$ cat config.mk
export PLATFORM = sky130hd
export DESIGN_NAME = command_line_tokenizer
export DESIGN_NICKNAME = d
export VERILOG_FILES = /design/src/rtl/clt_pkg.sv /design/src/rtl/clt_line.sv /design/src/rtl/clt_emit.sv /design/src/rtl/command_line_tokenizer.sv
export SDC_FILE = /design/constraint.sdc
export NUM_CORES = 1
export LEC_CHECK = 0
export BUFFER_PORTS_ARGS = -buffer_cell sky130_fd_sc_hd__buf_2
export CORE_UTILIZATION = 50
export CTS_BUF_LIST = sky130_fd_sc_hd__clkbuf_8
export CTS_CLUSTER_SIZE = 16
export DETAILED_ROUTE_END_ITERATION = 6
export GPL_TIMING_DRIVEN = 0
export HOLD_SLACK_MARGIN = 0.03
export PLACE_DENSITY_LB_ADDON = 0.08
export REMOVE_ABC_BUFFERS = 1
export SYNTH_ARGS = -nofsm -noshare
export SYNTH_HDL_FRONTEND = slang
export SYNTH_SLANG_ARGS = --single-unit
$ cat constraint.sdc
create_clock -name clk -period 22.7 [get_ports clk]
set_input_delay 4.54 -clock clk [delete_from_list [all_inputs] [get_ports clk]]
set_output_delay 4.54 -clock clk [all_outputs]
set_load 0.02 [all_outputs]
$ cat src/rtl/clt_pkg.sv
// ----------------------------------------------------------------------------
// clt_pkg
// shared constants and types for the command line tokenizer
// ----------------------------------------------------------------------------
package clt_pkg;

  // result field widths
  localparam int IDX_W  = 2;
  localparam int TEXT_W = 64;
  localparam int LENF_W = 4;
  localparam int VAL_W  = 10;

  // character codes
  localparam logic [7:0] CH_NUL   = 8'd0;
  localparam logic [7:0] CH_CR    = 8'd13;
  localparam logic [7:0] CH_SPACE = 8'd32;
  localparam logic [7:0] CH_ZERO  = 8'd48;
  localparam logic [7:0] CH_NINE  = 8'd57;

  // decimal weights
  localparam logic [VAL_W-1:0] DEC_TEN     = 10'd10;
  localparam logic [VAL_W-1:0] DEC_HUNDRED = 10'd100;

  // handover from line assembler to result emitter
  typedef struct packed {
    logic take;  // line end item accepted, snapshot the line
    logic ovf;   // line overran
  } line_ctl_t;

endpackage

$ cat src/rtl/clt_line.sv
// ----------------------------------------------------------------------------
// clt_line
// line assembler: collects token characters, counts tokens, flags overrun
// ----------------------------------------------------------------------------
module clt_line #(
  parameter int MAX_TOKENS  = 3,
  parameter int TOKEN_CHARS = 8,
  parameter int TW          = 8 * TOKEN_CHARS,
  parameter int LEN_W       = $clog2(TOKEN_CHARS + 1),
  parameter int CNT_W       = (MAX_TOKENS > 1) ? $clog2(MAX_TOKENS) : 1
) (
  input  logic                                clk,
  input  logic                                rst_n,
  input  logic                                acc,
  input  logic [7:0]                          rx_byte,
  output logic [MAX_TOKENS-1:0][TW-1:0]       store,
  output logic [MAX_TOKENS-1:0][LEN_W-1:0]    lens,
  output logic [CNT_W-1:0]                    count,
  output clt_pkg::line_ctl_t                  ctl
);
  import clt_pkg::*;

  logic [MAX_TOKENS-1:0][TW-1:0]    store_r, store_nxt;
  logic [MAX_TOKENS-1:0][LEN_W-1:0] lens_r, lens_nxt;
  logic [CNT_W-1:0]                 count_r, count_nxt;
  logic                             ovf_r, ovf_nxt;
  logic                             early_r, early_nxt;
  logic [LEN_W-1:0]                 cur_len;

  assign cur_len = lens_r[count_r];

  always_comb begin
    store_nxt = store_r;
    lens_nxt  = lens_r;
    count_nxt = count_r;
    ovf_nxt   = ovf_r;
    early_nxt = early_r;
    if (acc) begin
      if (rx_byte == CH_CR) begin
        store_nxt = '0;
        lens_nxt  = '0;
        count_nxt = '0;
        ovf_nxt   = 1'b0;
        early_nxt = 1'b0;
      end else if (!ovf_r && !early_r) begin
        if (rx_byte == CH_NUL) begin
          early_nxt = 1'b1;
        end else if (rx_byte == CH_SPACE) begin
          if (int'(count_r) + 1 >= MAX_TOKENS) begin
            ovf_nxt = 1'b1;
          end else begin
            count_nxt = count_r + 1'b1;
          end
        end else if (cur_len >= LEN_W'(TOKEN_CHARS)) begin
          ovf_nxt = 1'b1;
        end else begin
          for (int k = 0; k < TOKEN_CHARS; k++) begin
            if (cur_len == LEN_W'(k)) begin
              store_nxt[count_r][8*k +: 8] = rx_byte;
            end
          end
          lens_nxt[count_r] = cur_len + 1'b1;
        end
      end
    end
  end

  always_ff @(posedge clk) begin
    if (!rst_n) begin
      store_r <= '0;
      lens_r  <= '0;
      count_r <= '0;
      ovf_r   <= 1'b0;
      early_r <= 1'b0;
    end else begin
      store_r <= store_nxt;
      lens_r  <= lens_nxt;
      count_r <= count_nxt;
      ovf_r   <= ovf_nxt;
      early_r <= early_nxt;
    end
  end

  assign store    = store_r;
  assign lens     = lens_r;
  assign count    = count_r;
  assign ctl.take = acc && (rx_byte == CH_CR);
  assign ctl.ovf  = ovf_r;

endmodule

$ cat src/rtl/clt_emit.sv
// ----------------------------------------------------------------------------
// clt_emit
// result emitter: holds a snapshot of the finished line and sends one result
// per token (one error result on overrun) through a registered output stage
// ----------------------------------------------------------------------------
module clt_emit #(
  parameter int MAX_TOKENS  = 3,
  parameter int TOKEN_CHARS = 8,
  parameter int TW          = 8 * TOKEN_CHARS,
  parameter int LEN_W       = $clog2(TOKEN_CHARS + 1),
  parameter int CNT_W       = (MAX_TOKENS > 1) ? $clog2(MAX_TOKENS) : 1
) (
  input  logic                               clk,
  input  logic                               rst_n,
  input  clt_pkg::line_ctl_t                 ctl,
  input  logic [MAX_TOKENS-1:0][TW-1:0]      store,
  input  logic [MAX_TOKENS-1:0][LEN_W-1:0]   lens,
  input  logic [CNT_W-1:0]                   count,
  input  logic                               out_stall,
  output logic                               busy,
  output logic                               out_valid,
  output logic [clt_pkg::IDX_W-1:0]          out_token_index,
  output logic [clt_pkg::TEXT_W-1:0]         out_token_text,
  output logic [clt_pkg::LENF_W-1:0]         out_token_length,
  output logic [clt_pkg::VAL_W-1:0]          out_number_value,
  output logic                               out_number_valid,
  output logic                               out_line_error,
  output logic                               out_last
);
  import clt_pkg::*;

  logic [MAX_TOKENS-1:0][TW-1:0]    snap_store_r;
  logic [MAX_TOKENS-1:0][LEN_W-1:0] snap_lens_r;
  logic [CNT_W-1:0]                 snap_cnt_r;
  logic                             snap_ovf_r;
  logic                             busy_r, busy_nxt;
  logic [CNT_W-1:0]                 idx_r, idx_nxt;
  logic                             valid_r, valid_nxt;
  logic                             adv;

  logic [IDX_W-1:0]  index_r, index_nxt;
  logic [TEXT_W-1:0] text_r, text_nxt;
  logic [LENF_W-1:0] len_r, len_nxt;
  logic [VAL_W-1:0]  value_r, value_nxt;
  logic              nvalid_r, nvalid_nxt;
  logic              err_r, err_nxt;
  logic              last_r, last_nxt;

  // decode of the token under the emit index
  logic [TW-1:0]    cur_text;
  logic [LENF_W-1:0] cur_len;
  logic [7:0]       b0, b1, b2;
  logic             dig0, dig1, dig2;
  logic [VAL_W-1:0] d0, d1, d2;
  logic             num_ok;
  logic [VAL_W-1:0] num_val;
  logic             is_last;

  assign cur_text = snap_store_r[idx_r];
  assign cur_len  = LENF_W'(snap_lens_r[idx_r]);
  assign b0 = cur_text[7:0];
  assign b1 = cur_text[15:8];
  assign b2 = cur_text[23:16];
  assign dig0 = (b0 >= CH_ZERO) && (b0 <= CH_NINE);
  assign dig1 = (b1 >= CH_ZERO) && (b1 <= CH_NINE);
  assign dig2 = (b2 >= CH_ZERO) && (b2 <= CH_NINE);
  assign d0 = VAL_W'(b0 - CH_ZERO);
  assign d1 = VAL_W'(b1 - CH_ZERO);
  assign d2 = VAL_W'(b2 - CH_ZERO);

  always_comb begin
    num_ok = (cur_len >= 4'd1) && (cur_len <= 4'd3) && dig0
             && ((cur_len < 4'd2) || dig1) && ((cur_len < 4'd3) || dig2);
    if (cur_len == 4'd1) begin
      num_val = d0;
    end else if (cur_len == 4'd2) begin
      num_val = d0 * DEC_TEN + d1;
    end else begin
      num_val = d0 * DEC_HUNDRED + d1 * DEC_TEN + d2;
    end
    if (!num_ok) begin
      num_val = '0;
    end
  end

  assign is_last = (idx_r == snap_cnt_r);
  assign adv     = busy_r && (!valid_r || !out_stall);

  always_comb begin
    busy_nxt   = busy_r;
    idx_nxt    = idx_r;
    valid_nxt  = valid_r;
    index_nxt  = index_r;
    text_nxt   = text_r;
    len_nxt    = len_r;
    value_nxt  = value_r;
    nvalid_nxt = nvalid_r;
    err_nxt    = err_r;
    last_nxt   = last_r;
    if (valid_r && !out_stall) begin
      valid_nxt = 1'b0;
    end
    if (adv) begin
      valid_nxt = 1'b1;
      if (snap_ovf_r) begin
        index_nxt  = '0;
        text_nxt   = '0;
        len_nxt    = '0;
        value_nxt  = '0;
        nvalid_nxt = 1'b0;
        err_nxt    = 1'b1;
        last_nxt   = 1'b1;
        busy_nxt   = 1'b0;
      end else begin
        index_nxt  = IDX_W'(idx_r);
        text_nxt   = TEXT_W'(cur_text);
        len_nxt    = cur_len;
        value_nxt  = num_val;
        nvalid_nxt = num_ok;
        err_nxt    = 1'b0;
        last_nxt   = is_last;
        if (is_last) begin
          busy_nxt = 1'b0;
        end else begin
          idx_nxt = idx_r + 1'b1;
        end
      end
    end
    if (ctl.take) begin
      busy_nxt = 1'b1;
      idx_nxt  = '0;
    end
  end

  always_ff @(posedge clk) begin
    if (!rst_n) begin
      busy_r  <= 1'b0;
      idx_r   <= '0;
      valid_r <= 1'b0;
    end else begin
      busy_r  <= busy_nxt;
      idx_r   <= idx_nxt;
      valid_r <= valid_nxt;
    end
  end

  always_ff @(posedge clk) begin
    index_r  <= index_nxt;
    text_r   <= text_nxt;
    len_r    <= len_nxt;
    value_r  <= value_nxt;
    nvalid_r <= nvalid_nxt;
    err_r    <= err_nxt;
    last_r   <= last_nxt;
    if (ctl.take) begin
      snap_store_r <= store;
      snap_lens_r  <= lens;
      snap_cnt_r   <= count;
      snap_ovf_r   <= ctl.ovf;
    end
  end

  assign busy             = busy_r;
  assign out_valid        = valid_r;
  assign out_token_index  = index_r;
  assign out_token_text   = text_r;
  assign out_token_length = len_r;
  assign out_number_value = value_r;
  assign out_number_valid = nvalid_r;
  assign out_line_error   = err_r;
  assign out_last         = last_r;

endmodule

$ cat src/rtl/command_line_tokenizer.sv
// ----------------------------------------------------------------------------
// command_line_tokenizer
// splits a carriage-return terminated line into space separated tokens and
// reports each token's text, length and small decimal value
// ----------------------------------------------------------------------------
// throughput: one received byte per cycle; a line end byte is held off only
//   while the previous line's results are still being sent
// results: the line is snapshotted first, then its first result registered;
//   one result per cycle unless out_stall holds (token count, or one on overrun)
// reset: rst_n synchronous active low, clears the line, emitter state and out_valid
module command_line_tokenizer #(
  parameter int MAX_TOKENS  = 3,
  parameter int TOKEN_CHARS = 8
) (
  input  logic                         clk,
  input  logic                         rst_n,
  // received byte channel
  input  logic                         in_valid,
  output logic                         in_stall,
  input  logic [7:0]                   in_rx_byte,
  // token result channel
  output logic                         out_valid,
  input  logic                         out_stall,
  output logic [clt_pkg::IDX_W-1:0]    out_token_index,
  output logic [clt_pkg::TEXT_W-1:0]   out_token_text,
  output logic [clt_pkg::LENF_W-1:0]   out_token_length,
  output logic [clt_pkg::VAL_W-1:0]    out_number_value,
  output logic                         out_number_valid,
  output logic                         out_line_error,
  output logic                         out_last
);
  import clt_pkg::*;

  localparam int TW    = 8 * TOKEN_CHARS;
  localparam int LEN_W = $clog2(TOKEN_CHARS + 1);
  localparam int CNT_W = (MAX_TOKENS > 1) ? $clog2(MAX_TOKENS) : 1;

  logic                             in_acc;
  logic                             emit_busy;
  line_ctl_t                        line_ctl;
  logic [MAX_TOKENS-1:0][TW-1:0]    line_store;
  logic [MAX_TOKENS-1:0][LEN_W-1:0] line_lens;
  logic [CNT_W-1:0]                 line_count;

  // the emitter keeps its own copy of a finished line, so the next line's
  // bytes keep flowing in; only a further line end has to wait for it
  assign in_stall = emit_busy && (in_rx_byte == CH_CR);
  assign in_acc   = in_valid && !in_stall;

  // per byte update of the line being assembled
  clt_line #(
    .MAX_TOKENS  (MAX_TOKENS),
    .TOKEN_CHARS (TOKEN_CHARS)
  ) u_line (
    .clk     (clk),
    .rst_n   (rst_n),
    .acc     (in_acc),
    .rx_byte (in_rx_byte),
    .store   (line_store),
    .lens    (line_lens),
    .count   (line_count),
    .ctl     (line_ctl)
  );

  // snapshot of the line, number decode and registered result stage
  clt_emit #(
    .MAX_TOKENS  (MAX_TOKENS),
    .TOKEN_CHARS (TOKEN_CHARS)
  ) u_emit (
    .clk              (clk),
    .rst_n            (rst_n),
    .ctl              (line_ctl),
    .store            (line_store),
    .lens             (line_lens),
    .count            (line_count),
    .out_stall        (out_stall),
    .busy             (emit_busy),
    .out_valid        (out_valid),
    .out_token_index  (out_token_index),
    .out_token_text   (out_token_text),
    .out_token_length (out_token_length),
    .out_number_value (out_number_value),
    .out_number_valid (out_number_valid),
    .out_line_error   (out_line_error),
    .out_last         (out_last)
  );

`ifndef SYNTHESIS
  // an overrun line gives a single result, so its error result ends the line
  a_err_is_last: assert property (@(posedge clk) disable iff (!rst_n)
    out_valid && out_line_error |-> out_last)
    else $error("error result without last");

  // a valid number always comes from a one to three character token
  a_num_len: assert property (@(posedge clk) disable iff (!rst_n)
    out_valid && out_number_valid |->
      (out_token_length == 4'd1) || (out_token_length == 4'd2) ||
      (out_token_length == 4'd3))
    else $error("number valid on bad token length");

  // an accepted line end always starts the emitter
  a_cr_starts_emit: assert property (@(posedge clk) disable iff (!rst_n)
    in_acc && (in_rx_byte == CH_CR) |=> emit_busy)
    else $error("line end did not start result emission");
`endif

endmodule
## After elaboration in Yosys (flattened, before gate mapping)

Cells that the tools add are included.

| storage, ports and cells | value |
|---|---|
| flip-flop bits (word level) | 502 |
| input bits | 12 |
| output and inout port bits | 85 |
| logic and storage cells | 231 |

| cells by class | value |
|---|---|
| add/subtract/negate cells | 10 |
| multipliers | 3 |
| order comparisons | 15 |
| equality and inequality tests | 17 |
| muxes and demuxes | 116 |
| bitwise logic cells | 4 |
| reductions and logical operators | 39 |

Operator list:

| cell | count |
|---|---|
| 2-to-1 mux 192 bit | 55 |
| bitwise mux 192 bit | 8 |
| demux 64 bit (select 2 bit) | 8 |
| binary-select mux 64 bit (select 2 bit) | 1 |
| 2-to-1 mux 64 bit | 2 |
| 2-to-1 mux 12 bit | 5 |
| 2-to-1 mux 56 bit | 1 |
| 2-to-1 mux 48 bit | 1 |
| 2-to-1 mux 40 bit | 1 |
| >= comparator 32 x 3 -> 1 bit (second input constant) | 1 |
| 2-to-1 mux 32 bit | 1 |
| adder 10 bit | 3 |
| subtractor 8 x 6 -> 9 bit (second input constant) | 3 |
| >= comparator 8 x 6 -> 1 bit (second input constant) | 3 |
| less-or-equal comparator 8 x 6 -> 1 bit (second input constant) | 3 |
| 2-to-1 mux 24 bit | 1 |
| multiplier 10 x 3 -> 9 bit (second input constant) | 2 |
| 2-to-1 mux 10 bit | 2 |
| binary-select mux 4 bit (select 2 bit) | 2 |
| == test 4 x 3 -> 1 bit (second input constant) | 4 |
| 2-to-1 mux 1 bit | 16 |
| 2-to-1 mux 16 bit | 1 |
| AND reduction 5 bit | 3 |
| logical AND 1 bit | 14 |
| other kinds (32) | 63 |

## Logic depth before layout (Yosys ltp)

| depth | value |
|---|---|
| word-level depth | 67 |
| gate-level depth with buffers | 23 |
| mapped depth without buffers | 20 |

## Modules after synthesis

Synthesis repeated with hierarchy kept, for this count alone.

| second synthesis, totals | value |
|---|---|
| cells, all modules | 1744 |
| area, all modules | 20350.8 µm² |

Modules (own cells, without submodules):

| module | instances | cells each | area an instance (µm²) | sequential area each (µm²) |
|---|---|---|---|---|
| clt_emit | 1 | 887 | 12871.1 | 8788.4 |
| clt_line | 1 | 853 | 7444.6 | 4164.0 |
| command_line_tokenizer | 1 | 4 | 35.0 | 0.0 |

## Worst setup path after synthesis

OpenSTA, ideal clock, no wires.

| timing | value |
|---|---|
| path type | input to register |
| from | input port in_rx_byte[3] |
| to | register u_line.store_r, in the netlist u_line.store[12] |
| library setup time | 118 ps |
| arrival | 10911 ps |
| required time | 22582 ps |
| slack | 11671 ps |
| stages | 9 |
| path buffers | 1 |
| cells stage by stage | nand3_1 -> nor3_4 -> nand3b_1 -> clkinv_1 -> a21o_2 -> and3_1 -> buf_2 -> a22oi_1 -> nor2b_1 |

| between the ends | value |
|---|---|
| cells in the longest elaborated chain, start to end | 5 |
| elaborated cells on any way between the ends | 12 |

RTL lines:

| what | line | text |
|---|---|---|
| start: declaration | command_line_tokenizer.sv:20 | `input logic [7:0] in_rx_byte,` |
| == test 8 x 4 -> 1 bit | clt_line.sv:39, command_line_tokenizer.sv:47 |  |
| logical AND 1 bit | command_line_tokenizer.sv:47 | `assign in_stall = emit_busy && (in_rx_byte == CH_CR);` |
| zero test 1 bit | command_line_tokenizer.sv:48 | `assign in_acc = in_valid && !in_stall;` |
| logical AND 1 bit | command_line_tokenizer.sv:48 |  |
| AND reduction 5 bit (no source line) | - |  |
| end signal: assignment | clt_line.sv:76 | `store_r <= store_nxt;` |
| end: declaration | clt_line.sv:23 | `logic [MAX_TOKENS-1:0][TW-1:0] store_r, store_nxt;` |

Parallel ways exist; a longest one is shown, timed or not.
A chain may end at the register's enable or synchronous reset.

## Worst setup path after layout

| timing | value |
|---|---|
| from | input port in_rx_byte[1] |
| to | output port in_stall |

| between the ends | value |
|---|---|
| cells in the longest elaborated chain, start to end | 2 |

RTL lines:

| what | line | text |
|---|---|---|
| == test 8 x 4 -> 1 bit | command_line_tokenizer.sv:47 |  |
| logical AND 1 bit | command_line_tokenizer.sv:47 |  |
| end: declaration | command_line_tokenizer.sv:19 | `output logic in_stall,` |

No other way between the ends.

==> results.py <==
metrics = {
    "setup_path": {
        "critPathMaxFanout": 28,
        "critPathCaptureType": "output port",
        "crit_arrival_ns": 6.93,
        "crit_required_ns": 18.16,
        "crit_type": "in2out",
        "r2r_start": "u_emit.idx_r[1]",
        "reg2reg_to": "u_emit.out_number_value[8]",
        "ff2ff_setup_slack_ns": 15.76,
        "reg2reg_depth": 19,
        "start_kind": "input pin",
    },
    "timing": {
        "rsz0062_at_grt": "no",
        "clock_skew_ns": 0.0266,
        "hold_viol_final": 0,
        "min_period_ns": 11.47,
        "tns_ns": 0,
        "holdWs_ns": 0.413,
        "tightestPinTransition_ns": 1.37,
        "finalCritPeriodShare": 0.505,
        "relSlewSlack": 0.0846,
        "drv_slew": 0,
        "finalSetupViolations": 0,
        "fmax_ghz": 0.0872,
    },
    "yosys": {
        "synthArstFlopShare": 0,
        "netlist-cell-type-count": 56,
        "synth_ff_type": "edfxtp_1",
        "seq_area_frac_synth": 0.618,
        "postSynthAreaPerCell_sq_um": 12.3,
        "syn_area_sq_um": 21000,
        "syn_inst": 1709,
        "synth_edf_count": 290,
        "synth-seq-cells": 502,
        "yosysWarnings": 0,
    },
    "layout": {
        "num-fill-cells": 3482,
        "post_layout_nonfiller_instances": 2382,
        "final_nets": 1871,
        "antenna_cells": 0,
        "drive_gt1_frac": 0.130,
        "synthToLayoutAreaGrowth_pct": 12.4,
    },
    "clock_tree": {
        "holdBufCountCts": 0,
        "cts_buffers": 82,
        "worstSkewPairLatency_ns": 0.63,
        "ctsResizeCount": 0,
        "htreeDepth": 3,
        "cts_sinks": 502,
        "cts_setup_buffers": 0,
        "clk_pin_slew_ns": 0.06,
        "cts_tree": "built",
        "cts_root_buf": "clkbuf_8",
        "cts_buffer_depth": 3,
    },
    "worst_hold_path": {
        "min_path_cells": 0,
        "min_to": "u_emit.snap_store_r[131]",
        "min_path_type": "reg2reg",
        "hp-start": "u_line.store[131]",
    },
    "floorplanning": {
        "start_util": 0.510,
        "die_h_microns": 207,
        "die-area_sq_um": 42800,
        "die_x_microns": 207,
        "num_io_pins": 97,
        "fp.coreArea_sq_um": 41100,
        "rows": 74,
    },
    "placed_design": {
        "numPortBuffers": 96,
        "dpl.hpwl_mm": 30.9,
        "dpl.cell_count": 2229,
        "gp_congestion": 0.842,
    },
    "power": {
        "p_per_area_nw_per_um2": 75.6,
        "p_leak_nw": 8.51,
        "irDropWorstVdd_v": 0.0000412,
    },
    "detailed_routing": {
        "first_pass_iters": 7,
        "vias": 13500,
        "wirelength_mm": 51.7,
        "post-route-drc-count": 2,
        "drt-initial-drc-count": 928,
        "viasPerCell": 5.68,
        "drtAntennaViolNets": 0,
        "drt-wirelength-per-cell_microns": 21.7,
    },
    "grt": {
        "grt.overflow.total": 0,
        "grt_start_max_net_pins": 111,
        "grt_usage": 0.244,
        "grt_first_pass_wirelength_mm": 77.2,
        "grt_antenna_before_repair": 1,
        "grt_pass1_vias": 13100,
    },
    "outcome": {
        "outcome": "finished, violations left",
        "violations": "DRC",
    },
    "flow_run": {
        "drv_cap": 0,
    },
}
-- kinds of logic (layout without fill, tap and decap cells) --
logic type,after synthesis,count (layout),share of synthesized area
buf+inv,177,318,0.0356
mux,75,75,0.0358
fa+ha+maj,78,78,0.0512
compound gates,379,379,0.125
flops,502,502,0.618
simple gates,455,455,0.116
xor+xnor,43,43,0.0186
-- worst max-delay path by stage --
stage	from	end
2_1_floorplan	in_rx_byte[3]	u_line.store[12]
3_3_place_gp	u_emit.idx_r[1]	u_emit.out_number_value[9]
3_5_place_dp	in_rx_byte[1]	in_stall
4_1_cts	in_rx_byte[1]	in_stall
5_1_grt	in_rx_byte[1]	in_stall
6_report	in_rx_byte[1]	in_stall
-- state kept, by name (all words and copies together) (netlist names), 4 cells and up --
name,count
u_emit.snap_lens_r,12
u_emit.snap_store_r,192
u_line.store,192
u_emit.out_token_text,64
u_emit.out_number_value,10
u_emit.out_token_length,4
u_line.lens,12
-- layer usage --
metal | vias to the layer above | routed length (microns) | track usage | part of all wire
met5 | - | 0 | 0 | 0
met4 | 0 | 1330 | 0.0918 | 0.026
met2 | 408 | 24200 | 0.390 | 0.47
met1 | 6672 | 23200 | 0.334 | 0.45
met3 | 69 | 2940 | 0.0383 | 0.057
li1 | 6376 | - | - | -
-- synthesized netlist by cell type (17+ instances only) --
cell type  number  area share
a21oi_1        86       0.021
nor2_1        149       0.027
mux2i_1        75       0.036
a32oi_1        62       0.026
edfxtp_1      290        0.42
dfxtp_1       212        0.20
nand2_1        27      0.0048
ha_1           65       0.039
nor2b_1       217       0.065
xnor2_1        30       0.013
clkbuf_1       67       0.012
buf_2          24      0.0057
o21ai_0        17      0.0041
o21ai_1        23      0.0055
inv_1          56       0.010
buf_1          18      0.0032
a22oi_1       143       0.051
-- worst max-delay path, cell delays in order --
cell    delay (ns)
buf_2         0.27
or4_4         0.63
nor3_4        1.08
and2_1        0.24
buf_2         0.16
-- layout make-up --
cell class / instances / area, sq um / share of cell area
Clock buffer: 96 / 1320 / 0.0561
Timing Repair Buffer: 108 / 767 / 0.0326
Inverter: 57 / 219 / 0.00929
Sequential cell: 502 / 13000 / 0.550
Tap cell: 532 / 666 / 0.0283
Multi-Input combinational cell: 1030 / 7290 / 0.309
Clock inverter: 57 / 337 / 0.0143
-- where the power goes --
| part | total, mW | internal, mW | switching [mW] |
|---|---|---|---|
| combinational | 0.0425 | 0.0135 | 0.0290 |
| clock | 0.782 | 0.422 | 0.360 |
| sequential | 0.957 | 0.956 | 0.00144 |
-- through the flow --
stage          setup slack, ns  total power [mW]  cell area, sq um  utilization
6_report                 11.23              1.78             23600        0.573
3_3_place_gp              6.18              1.02             21600        0.525
4_1_cts                  11.28              1.80             23600        0.573
2_1_floorplan            11.66             0.998             20400            -
5_1_grt                  11.18              1.84             23600        0.573
3_5_place_dp             11.28              1.02             21900        0.533
-- cell usage in the layout (no fill, tap or decap), types with 3 or more instances in the layout --
| master | instances |
|---|---|
| mux2i_1 | 75 |
| and2_1 | 13 |
| and3_1 | 12 |
| a32oi_1 | 62 |
| buf_16 | 6 |
| a22oi_1 | 143 |
| o21ai_1 | 23 |
| xor2_1 | 12 |
| a21oi_1 | 86 |
| o21a_1 | 3 |
| a211oi_1 | 4 |
| buf_2 | 95 |
| nor3b_1 | 3 |
| fa_1 | 13 |
| nand3_1 | 7 |
| bufinv_16 | 3 |
| nor3_1 | 4 |
| ha_1 | 65 |
| o211ai_1 | 3 |
| clkinv_1 | 6 |
| o21ai_2 | 3 |
| buf_12 | 5 |
| dfxtp_1 | 210 |
| o21bai_1 | 4 |
| nand2_1 | 27 |
| nor2b_1 | 215 |
| o21ai_0 | 17 |
| edfxtp_1 | 290 |
| inv_1 | 86 |
| o2bb2ai_1 | 6 |
| clkinv_2 | 14 |
| a21o_1 | 11 |
| and2_0 | 6 |
| xnor2_1 | 30 |
| clkbuf_8 | 96 |
| nor2_1 | 149 |
| a2bb2oi_1 | 6 |
(Power assumes the default switching activity.)
